## config.mk

```make
export PLATFORM = sky130hd
export DESIGN_NAME = game_port_axis_timer_flat
export DESIGN_NICKNAME = d
export VERILOG_FILES = /design/src/hw/rtl/gpat_pkg.sv /design/src/hw/rtl/gpat_if.sv /design/src/hw/rtl/game_port_axis_timer.sv /design/src/flat_wrapper.sv
export SDC_FILE = /design/constraint.sdc
export NUM_CORES = 1
export LEC_CHECK = 0
export ABC_AREA = 1
export BUFFER_PORTS_ARGS = -buffer_cell sky130_fd_sc_hd__buf_2
export CORE_MARGIN = 5
export CORE_UTILIZATION = 68
export CTS_BUF_LIST = sky130_fd_sc_hd__clkbuf_8
export DETAILED_ROUTE_END_ITERATION = 8
export MAX_ROUTING_LAYER = met4
export PLACE_DENSITY = 0.89
export SLEW_MARGIN = 20
export SYNTH_ARGS = -nofsm -noshare
export SYNTH_HDL_FRONTEND = slang
export SYNTH_SLANG_ARGS = --single-unit
```

## constraint.sdc

```tcl
create_clock -name clk -period 8.3 [get_ports clk]
set_input_delay 0.83 -clock clk [delete_from_list [all_inputs] [get_ports clk]]
set_output_delay 0.83 -clock clk [all_outputs]
set_load 0.01 [all_outputs]
```

## src/hw/rtl/gpat_pkg.sv

```systemverilog
package gpat_pkg;

  // item kinds on the request channel
  typedef enum logic [1:0] {
    MODE_READ   = 2'd0,
    MODE_WRITE  = 2'd1,
    MODE_TICK   = 2'd2,
    MODE_UPDATE = 2'd3
  } mode_t;

  // configuration register indexes (byte address = 4 * index)
  typedef enum logic [1:0] {
    REG_STICK_ENABLE  = 2'd0,
    REG_SWAP_AXES     = 2'd1,
    REG_TIMED_MODE    = 2'd2,
    REG_TIMEOUT_TICKS = 2'd3
  } cfg_reg_t;

  localparam int unsigned PADDR_W = 4;

  localparam logic [10:0]       AXIS_BASE_US  = 11'd24;
  localparam logic [16:0]       AXIS_SPAN_US  = 17'd660;
  localparam logic signed [7:0] POS_RANGE     = 8'sd64;
  localparam logic [15:0]       TIMEOUT_RESET = 16'd10000;
  localparam logic [7:0]        IDLE_BYTE     = 8'hff;

  function automatic logic signed [7:0] clamp_pos(input logic signed [7:0] p);
    logic signed [7:0] r;
    if (p < -POS_RANGE) r = -POS_RANGE;
    else if (p > POS_RANGE) r = POS_RANGE;
    else r = p;
    return r;
  endfunction

  // counter preset: pos+64 per read, or 24 + 660*(pos+64)/64 microseconds
  function automatic logic [10:0] load_value(input logic signed [7:0] pos,
                                             input logic timed);
    logic [7:0]  k;
    logic [16:0] prod;
    logic [10:0] r;
    k    = 8'(pos + POS_RANGE);
    prod = 17'(k) * AXIS_SPAN_US;
    if (timed) r = AXIS_BASE_US + 11'(prod[16:6]);
    else r = 11'(k);
    return r;
  endfunction

endpackage

```

## src/hw/rtl/gpat_if.sv

```systemverilog
interface gpat_req_if;
  import gpat_pkg::*;
  logic              valid;
  logic              ready;
  logic [1:0]        mode;
  logic              stick_select;
  logic signed [7:0] x_pos;
  logic signed [7:0] y_pos;
  logic [1:0]        buttons;

  modport source (output valid, mode, stick_select, x_pos, y_pos, buttons,
                  input ready);
  modport sink (input valid, mode, stick_select, x_pos, y_pos, buttons,
                output ready);
endinterface

interface gpat_rsp_if;
  logic       valid;
  logic       ready;
  logic [7:0] read_data;

  modport source (output valid, read_data, input ready);
  modport sink (input valid, read_data, output ready);
endinterface

```

## src/hw/rtl/game_port_axis_timer.sv

```systemverilog
// each accepted item's status byte is registered in the output register
// throughput: one item per cycle unless stalled; output refilled in the cycle it drains
// every item is finished by one pass of logic between the request and the output register
// reset (rst, synchronous, active high): counters, positions, buttons, timeout state and
// output valid clear; stick_enable, swap_axes, timed_mode go to 0, timeout_ticks to 10000
module game_port_axis_timer
  import gpat_pkg::*;
(
  input  logic               clk,
  input  logic               rst,
  // configuration port
  input  logic               psel,
  input  logic               penable,
  input  logic               pwrite,
  input  logic [PADDR_W-1:0] paddr,
  input  logic [31:0]        pwdata,
  output logic [31:0]        prdata,
  output logic               pready,
  // item channels
  gpat_req_if.sink           req,
  gpat_rsp_if.source         rsp
);

  // configuration registers
  logic [1:0]  stick_enable;
  logic        swap_axes;
  logic        timed_mode;
  logic [15:0] timeout_ticks;

  // block state
  logic [10:0]       axis_counter [4];
  logic signed [7:0] stick_position [4];
  logic [3:0]        buttons_held;
  logic [15:0]       since_write;
  logic              write_pending;

  logic [10:0]       axis_counter_next [4];
  logic signed [7:0] stick_position_next [4];
  logic [3:0]        buttons_held_next;
  logic [15:0]       since_write_next;
  logic              write_pending_next;

  // output register
  logic        out_valid;
  logic [7:0]  read_data;
  logic [7:0]  read_data_next;

  logic        accept;
  logic        cfg_write;
  logic        timeout_clear;
  cfg_reg_t    cfg_sel;

  // ---------------------------------------------------------------
  // configuration port: always ready, write on the access phase
  // ---------------------------------------------------------------
  assign pready    = 1'b1;
  assign cfg_write = psel && penable && pwrite && pready;
  assign cfg_sel   = cfg_reg_t'(paddr[3:2]);

  always_comb begin
    unique case (cfg_sel)
      REG_STICK_ENABLE:  prdata = {30'd0, stick_enable};
      REG_SWAP_AXES:     prdata = {31'd0, swap_axes};
      REG_TIMED_MODE:    prdata = {31'd0, timed_mode};
      REG_TIMEOUT_TICKS: prdata = {16'd0, timeout_ticks};
      default:           prdata = 32'd0;
    endcase
  end

  always_ff @(posedge clk) begin
    if (rst) begin
      stick_enable  <= 2'd0;
      swap_axes     <= 1'b0;
      timed_mode    <= 1'b0;
      timeout_ticks <= TIMEOUT_RESET;
    end else if (cfg_write) begin
      unique case (cfg_sel)
        REG_STICK_ENABLE:  stick_enable  <= pwdata[1:0];
        REG_SWAP_AXES:     swap_axes     <= pwdata[0];
        REG_TIMED_MODE:    timed_mode    <= pwdata[0];
        REG_TIMEOUT_TICKS: timeout_ticks <= pwdata[15:0];
        default: ;
      endcase
    end
  end

  // ---------------------------------------------------------------
  // handshake: take a new item whenever the output slot is free or
  // is being emptied in this cycle
  // ---------------------------------------------------------------
  assign req.ready     = !out_valid || rsp.ready;
  assign accept        = req.valid && req.ready;
  assign rsp.valid     = out_valid;
  assign rsp.read_data = read_data;

  // a count-mode read long after the last write drops all one-shots first
  assign timeout_clear = !timed_mode && write_pending && (since_write > timeout_ticks);

  // ---------------------------------------------------------------
  // per-item update of the state and the status byte
  // ---------------------------------------------------------------
  always_comb begin
    axis_counter_next   = axis_counter;
    stick_position_next = stick_position;
    buttons_held_next   = buttons_held;
    since_write_next    = since_write;
    write_pending_next  = write_pending;
    read_data_next      = IDLE_BYTE;

    unique case (mode_t'(req.mode))
      MODE_READ: begin
        if (timeout_clear) begin
          write_pending_next = 1'b0;
          for (int i = 0; i < 4; i++) axis_counter_next[i] = 11'd0;
        end
        // axis i belongs to stick i/2; disabled sticks keep their bits high
        for (int i = 0; i < 4; i++) begin
          if (stick_enable[i/2]) begin
            if (!timeout_clear && axis_counter[i] != 11'd0) begin
              if (!timed_mode) axis_counter_next[i] = axis_counter[i] - 11'd1;
            end else begin
              read_data_next[i] = 1'b0;
            end
            if (buttons_held[i]) read_data_next[4+i] = 1'b0;
          end
        end
      end
      MODE_WRITE: begin
        // timed mode leaves the read timeout alone
        if (!timed_mode) begin
          write_pending_next = 1'b1;
          since_write_next   = 16'd0;
        end
        if (stick_enable[0]) begin
          axis_counter_next[0] = load_value(stick_position[0], timed_mode);
          axis_counter_next[1] = load_value(stick_position[1], timed_mode);
        end
        if (stick_enable[1]) begin
          axis_counter_next[2] = load_value(swap_axes ? stick_position[3]
                                                      : stick_position[2], timed_mode);
          axis_counter_next[3] = load_value(swap_axes ? stick_position[2]
                                                      : stick_position[3], timed_mode);
        end
      end
      MODE_TICK: begin
        // saturating microsecond count since the last write
        if (since_write != 16'hffff) since_write_next = since_write + 16'd1;
        if (timed_mode) begin
          for (int i = 0; i < 4; i++) begin
            if (axis_counter[i] != 11'd0) axis_counter_next[i] = axis_counter[i] - 11'd1;
          end
        end
      end
      MODE_UPDATE: begin
        if (req.stick_select) begin
          stick_position_next[2]  = clamp_pos(req.x_pos);
          stick_position_next[3]  = clamp_pos(req.y_pos);
          buttons_held_next[3:2]  = req.buttons;
        end else begin
          stick_position_next[0]  = clamp_pos(req.x_pos);
          stick_position_next[1]  = clamp_pos(req.y_pos);
          buttons_held_next[1:0]  = req.buttons;
        end
      end
      default: ;
    endcase
  end

  always_ff @(posedge clk) begin
    if (rst) begin
      for (int i = 0; i < 4; i++) begin
        axis_counter[i]   <= 11'd0;
        stick_position[i] <= 8'sd0;
      end
      buttons_held  <= 4'd0;
      since_write   <= 16'd0;
      write_pending <= 1'b0;
    end else if (accept) begin
      axis_counter   <= axis_counter_next;
      stick_position <= stick_position_next;
      buttons_held   <= buttons_held_next;
      since_write    <= since_write_next;
      write_pending  <= write_pending_next;
    end
  end

  // output register: valid is control, the byte is payload
  always_ff @(posedge clk) begin
    if (rst) begin
      out_valid <= 1'b0;
    end else if (accept) begin
      out_valid <= 1'b1;
    end else if (rsp.ready) begin
      out_valid <= 1'b0;
    end
  end

  always_ff @(posedge clk) begin
    if (accept) begin
      read_data <= read_data_next;
    end
  end

endmodule

```

## src/flat_wrapper.sv

```systemverilog
// flat-port wrapper written by rule: the top's interface ports become plain ports
module game_port_axis_timer_flat import gpat_pkg::*;
  (clk, rst, psel, penable, pwrite, paddr, pwdata, prdata, pready, req_valid, req_mode, req_stick_select, req_x_pos, req_y_pos, req_buttons, req_ready, rsp_valid, rsp_read_data, rsp_ready);
  gpat_req_if req_i ();
  gpat_rsp_if rsp_i ();
  input  logic clk;
  input  logic rst;
  input  logic psel;
  input  logic penable;
  input  logic pwrite;
  input  logic [PADDR_W-1:0] paddr;
  input  logic [31:0] pwdata;
  output logic [31:0] prdata;
  output logic pready;
  input wire logic [$bits(req_i.valid)-1:0] req_valid;
  input wire logic [$bits(req_i.mode)-1:0] req_mode;
  input wire logic [$bits(req_i.stick_select)-1:0] req_stick_select;
  input wire logic [$bits(req_i.x_pos)-1:0] req_x_pos;
  input wire logic [$bits(req_i.y_pos)-1:0] req_y_pos;
  input wire logic [$bits(req_i.buttons)-1:0] req_buttons;
  output wire logic [$bits(req_i.ready)-1:0] req_ready;
  output wire logic [$bits(rsp_i.valid)-1:0] rsp_valid;
  output wire logic [$bits(rsp_i.read_data)-1:0] rsp_read_data;
  input wire logic [$bits(rsp_i.ready)-1:0] rsp_ready;
  assign req_i.valid = req_valid;
  assign req_i.mode = req_mode;
  assign req_i.stick_select = req_stick_select;
  assign req_i.x_pos = req_x_pos;
  assign req_i.y_pos = req_y_pos;
  assign req_i.buttons = req_buttons;
  assign req_ready = req_i.ready;
  assign rsp_valid = rsp_i.valid;
  assign rsp_read_data = rsp_i.read_data;
  assign rsp_i.ready = rsp_ready;
  game_port_axis_timer u_core (.clk(clk), .rst(rst), .psel(psel), .penable(penable), .pwrite(pwrite), .paddr(paddr), .pwdata(pwdata), .prdata(prdata), .pready(pready), .req(req_i), .rsp(rsp_i));
endmodule
```

==> run summary <==
Clock Tree Buf Depth -> 2
Initial antenna violation count -> 0
Top cell type's share of synthesized area -> 0.181
Total gr overflow -> 0
EDFF count, synth -> 8
Initial DRT Pass Iterations -> 7
Clock sink total -> 126
Int Power -> 1.19 mW
R2r endpoint -> u_core.axis_counter[21]$_SDFFE_PP0P_
Clock share of power -> 0.327
Most used cell, CP -> nand2_1
Placed standard-cell area -> 13800 um2
Critical Path RT -> 8.61 ns
Final min period -> 5.17 ns
First-pass GRT wire length -> 59.3 mm
Leak pwr -> 7.19 nW
Xor and xnor area share after synthesis -> 0.0345
Hold endpoint -> u_core.axis_counter[43]$_SDFFE_PP0P_
Family with the most delay on the worst path -> adder cells
Critical Path AT -> 5.48 ns
WHS Path Cells -> 2
P_sw -> 0.721 mW
RSZ-0062 raised after global routing -> false
Layout Cell Area excl Fill -> 14200 um2
Die width -> 150 um
Dominant cell type by area after synthesis -> ha_1
Sequential cell area fraction in the yosys report -> 0.195
Final-stage net count -> 2316
Warnings from Yosys -> 0
Synth Area in Simple Gates -> 0.277
Unique masters post-synth -> 57
Worst-skew pair later-pin latency -> 0.46 ns
Post-Synthesis Cells -> 2001
Share of layout cells above drive strength 1 -> 0.0994
GPL Wtd Cong -> 0.973
Ys async rst share -> 0
Main combinational cell family by area after synthesis -> simple AND/OR/NAND/NOR gates
Seq pwr share -> 0.347
Post-Syn Area per Cell -> 6.68 um2
Critical Path Fanout Max -> 26
Area share of fa/ha/maj cells after synthesis -> 0.211
HPWL reported at the end of detailed placement -> 27.2 mm
Crit-path cells -> inv_2 > o21ai_0 > ha_1 > inv_1 > fa_1 > inv_1 > ha_1 > ha_1 > ha_1 > nand2_1 > inv_1 > a21oi_1 > nand2_1 > nand2_1 > nand2_1 > inv_1 > nand2_1 > nor2_1 > nand3_1 > nand3_1 > nand2_1 > nand2_1 > a21oi_1
Measured slew at the worst slew-check pin -> 1.16 ns
Worst R2R Start -> u_core.swap_axes$_SDFFE_PP0P_
Slowest library cell on the worst path -> dfxtp_1
DRT iter0 DRCs -> 1312
Fin crit share -> 0.623
Type of origin of the critical path -> flip-flop
N_diodes -> 0
Capturing element type of the critical path -> flip-flop
Yosys reg bits -> 126
Post-route setup slack -> 3.13 ns
Rel. slew slack -> 0.220
Die area -> 22600 um2
Drt wl/cell -> 15.4 um
Worst-case reg-to-reg path depth -> 23
Comb pwr share -> 0.326
Clock-pin slew of the registers on the worst-case setup and hold paths -> 0.08 ns
Slowest stage delay, CP -> 0.90 ns
Clock Tree Root -> clkbuf_8
Power Density -> 135 nW/um2
Vias in the first global route -> 12900
Vias post-DR -> 13500
Starting density of the core -> 0.689
Final hold violation count -> 0
Post-Syn Area -> 13400 um2
PortBufs -> 71
Slew Viols, Final -> 0
Std cell rows -> 51
Pre-CTS setup slack -> 3.25 ns
Largest net degree at the start of global routing -> 44
Most used DFF post-synth -> dfxtp_1
Post-synthesis mux area share -> 0
Post-cts resize count -> 0
H-tree depth -> 4
All-Layer GR Usage -> 0.329
Status -> complete, no violations
Post-DRT Antenna Nets -> 0
CTS tree -> yes
Vias per cell -> 5.83
Chip height -> 150 um
Final setup viols -> 0
Synth Area in Compound Gates -> 0.171
Clk_skew -> 0.0163 ns
CTS Hold Buffers Added -> 0
Post-Route WL -> 35.6 mm
Area growth, synth to finish -> 6.26%
Max Cap Viol -> 0
Clock buffer count from CTS -> 17
Synth top area cells -> ha_1 (18%), dfxtp_1 (18%), nand2_1 (13%)
I/O pin total -> 107
Min-delay src -> u_core.axis_counter[43]$_SDFFE_PP0P_
WP buf/inv -> 5
WHS -> 0.475 ns
Postcts setup bufs -> 0
Critical path class -> reg -> reg
Remaining DRCs -> 0
Setup slack, reg-to-reg -> 3.13 ns
CORE AREA -> 19400 um2
Sw frac -> 0.377
Setup_tns -> 0 ns
Max frequency -> 193 MHz
Worst hold-check path type -> reg -> reg
VDD IR max -> 141 uV
## worst reg2reg max path, delay by kind of cell, from the launching register on
family / cells / cell delay (ns)
AOI/OAI and AO/OA: 3 / 0.85
adders and majority gates: 5 / 1.77
buffers and inverters: 5 / 0.63
DFF: 1 / 0.90
and+or+nand+nor: 10 / 0.90
## synthesized netlist by cell type (all sizes together), types with 11 or more instances
| library cell | number |
|---|---|
| clkbuf | 30 |
| o211ai | 33 |
| buf | 45 |
| nor3 | 27 |
| o21ai | 150 |
| nand4 | 28 |
| nor2 | 162 |
| a31oi | 11 |
| xnor2 | 19 |
| a21oi | 166 |
| fa | 20 |
| xor2 | 32 |
| dfxtp | 118 |
| ha | 193 |
| inv | 283 |
| nand3 | 124 |
| nand2 | 489 |
## registers in the layout, summed over array words and instances, names as in the netlist
name	cells
u_core.stick_position	32
u_core.rsp.read_data	8
u_core.since_write	16
u_core.write_pending	1
u_core.timeout_ticks	16
u_core.rsp.valid	1
u_core.swap_axes	1
u_core.buttons_held	4
u_core.axis_counter	44
u_core.stick_enable	2
u_core.timed_mode	1
## area by class of cell
type / instances / area (um2)
clock buffer: 18 / 248
clock inverter: 14 / 205
fill: 1583 / 5190
inverter: 284 / 1070
multi-input combinational: 1531 / 9340
sequential: 126 / 2600
tap: 265 / 332
timing repair buffer: 79 / 415
## per-stage QoR
| stage | util | std cells | power (mW) |
|---|---|---|---|
| after global routing | 0.733 | 2317 | 2.02 |
| after floorplan | - | 2016 | 1.15 |
| after detailed placement | 0.709 | 2285 | 1.28 |
| final | 0.733 | 2317 | 1.91 |
| after global placement | 0.709 | 2285 | 1.26 |
| after CTS | 0.733 | 2317 | 1.90 |
## cell families (layout without fill, tap and decap cells)
family	after synthesis	after routing
AO/OA/AOI/OAI	398	398
XOR/XNOR	51	51
adder cells (fa/ha/maj)	213	213
buffers and inverters	359	395
flip-flops	126	126
other	2	17
AND/OR/NAND/NOR	852	852
## layout by cell type (no fill, tap or decap), drive strengths merged, types with 4 or more instances in the layout
cell,instances
edfxtp,8
a21oi,166
a211oi,8
fa,20
dfxtp,118
xnor2,19
clkbuf,18
o221ai,4
nand3,124
inv,288
o22ai,6
nand3b,10
o211ai,33
bufinv,4
ha,193
nand2,489
conb,17
nor4,5
nor2,162
o21ai,150
a31oi,11
clkinv,6
buf,79
nor3,27
nand4,28
o2111ai,5
o21bai,6
xor2,32
or2,5
## metal layers
metal,global-route usage,share of wire
met1,0.401,0.41
met2,0.551,0.48
met3,0.0482,0.077
met4,0.128,0.036
met5,-,0
## power by group through the flow
stage	registers, mW	clock network (mW)	logic, mW
2_1_floorplan	0.667	0	0.484
3_3_place_gp	0.675	0	0.585
3_5_place_dp	0.676	0	0.607
4_1_cts	0.663	0.624	0.615
5_1_grt	0.667	0.653	0.705
6_report	0.664	0.626	0.624
## worst max path at each step
stage	startpoint	depth (start not counted)	slack, ns	to
after floorplan	u_core.swap_axes$_SDFFE_PP0P_	20	4.41	u_core.axis_counter[9]$_SDFFE_PP0P_
after CTS	u_core.swap_axes$_SDFFE_PP0P_	23	3.20	u_core.axis_counter[21]$_SDFFE_PP0P_
after global placement	u_core.swap_axes$_SDFFE_PP0P_	23	3.40	u_core.axis_counter[21]$_SDFFE_PP0P_
after detailed placement	u_core.swap_axes$_SDFFE_PP0P_	23	3.25	u_core.axis_counter[21]$_SDFFE_PP0P_
final	u_core.swap_axes$_SDFFE_PP0P_	23	3.13	u_core.axis_counter[21]$_SDFFE_PP0P_
after global routing	u_core.swap_axes$_SDFFE_PP0P_	23	2.76	u_core.axis_counter[21]$_SDFFE_PP0P_
Note: power is estimated with default switching activity, not from simulation.
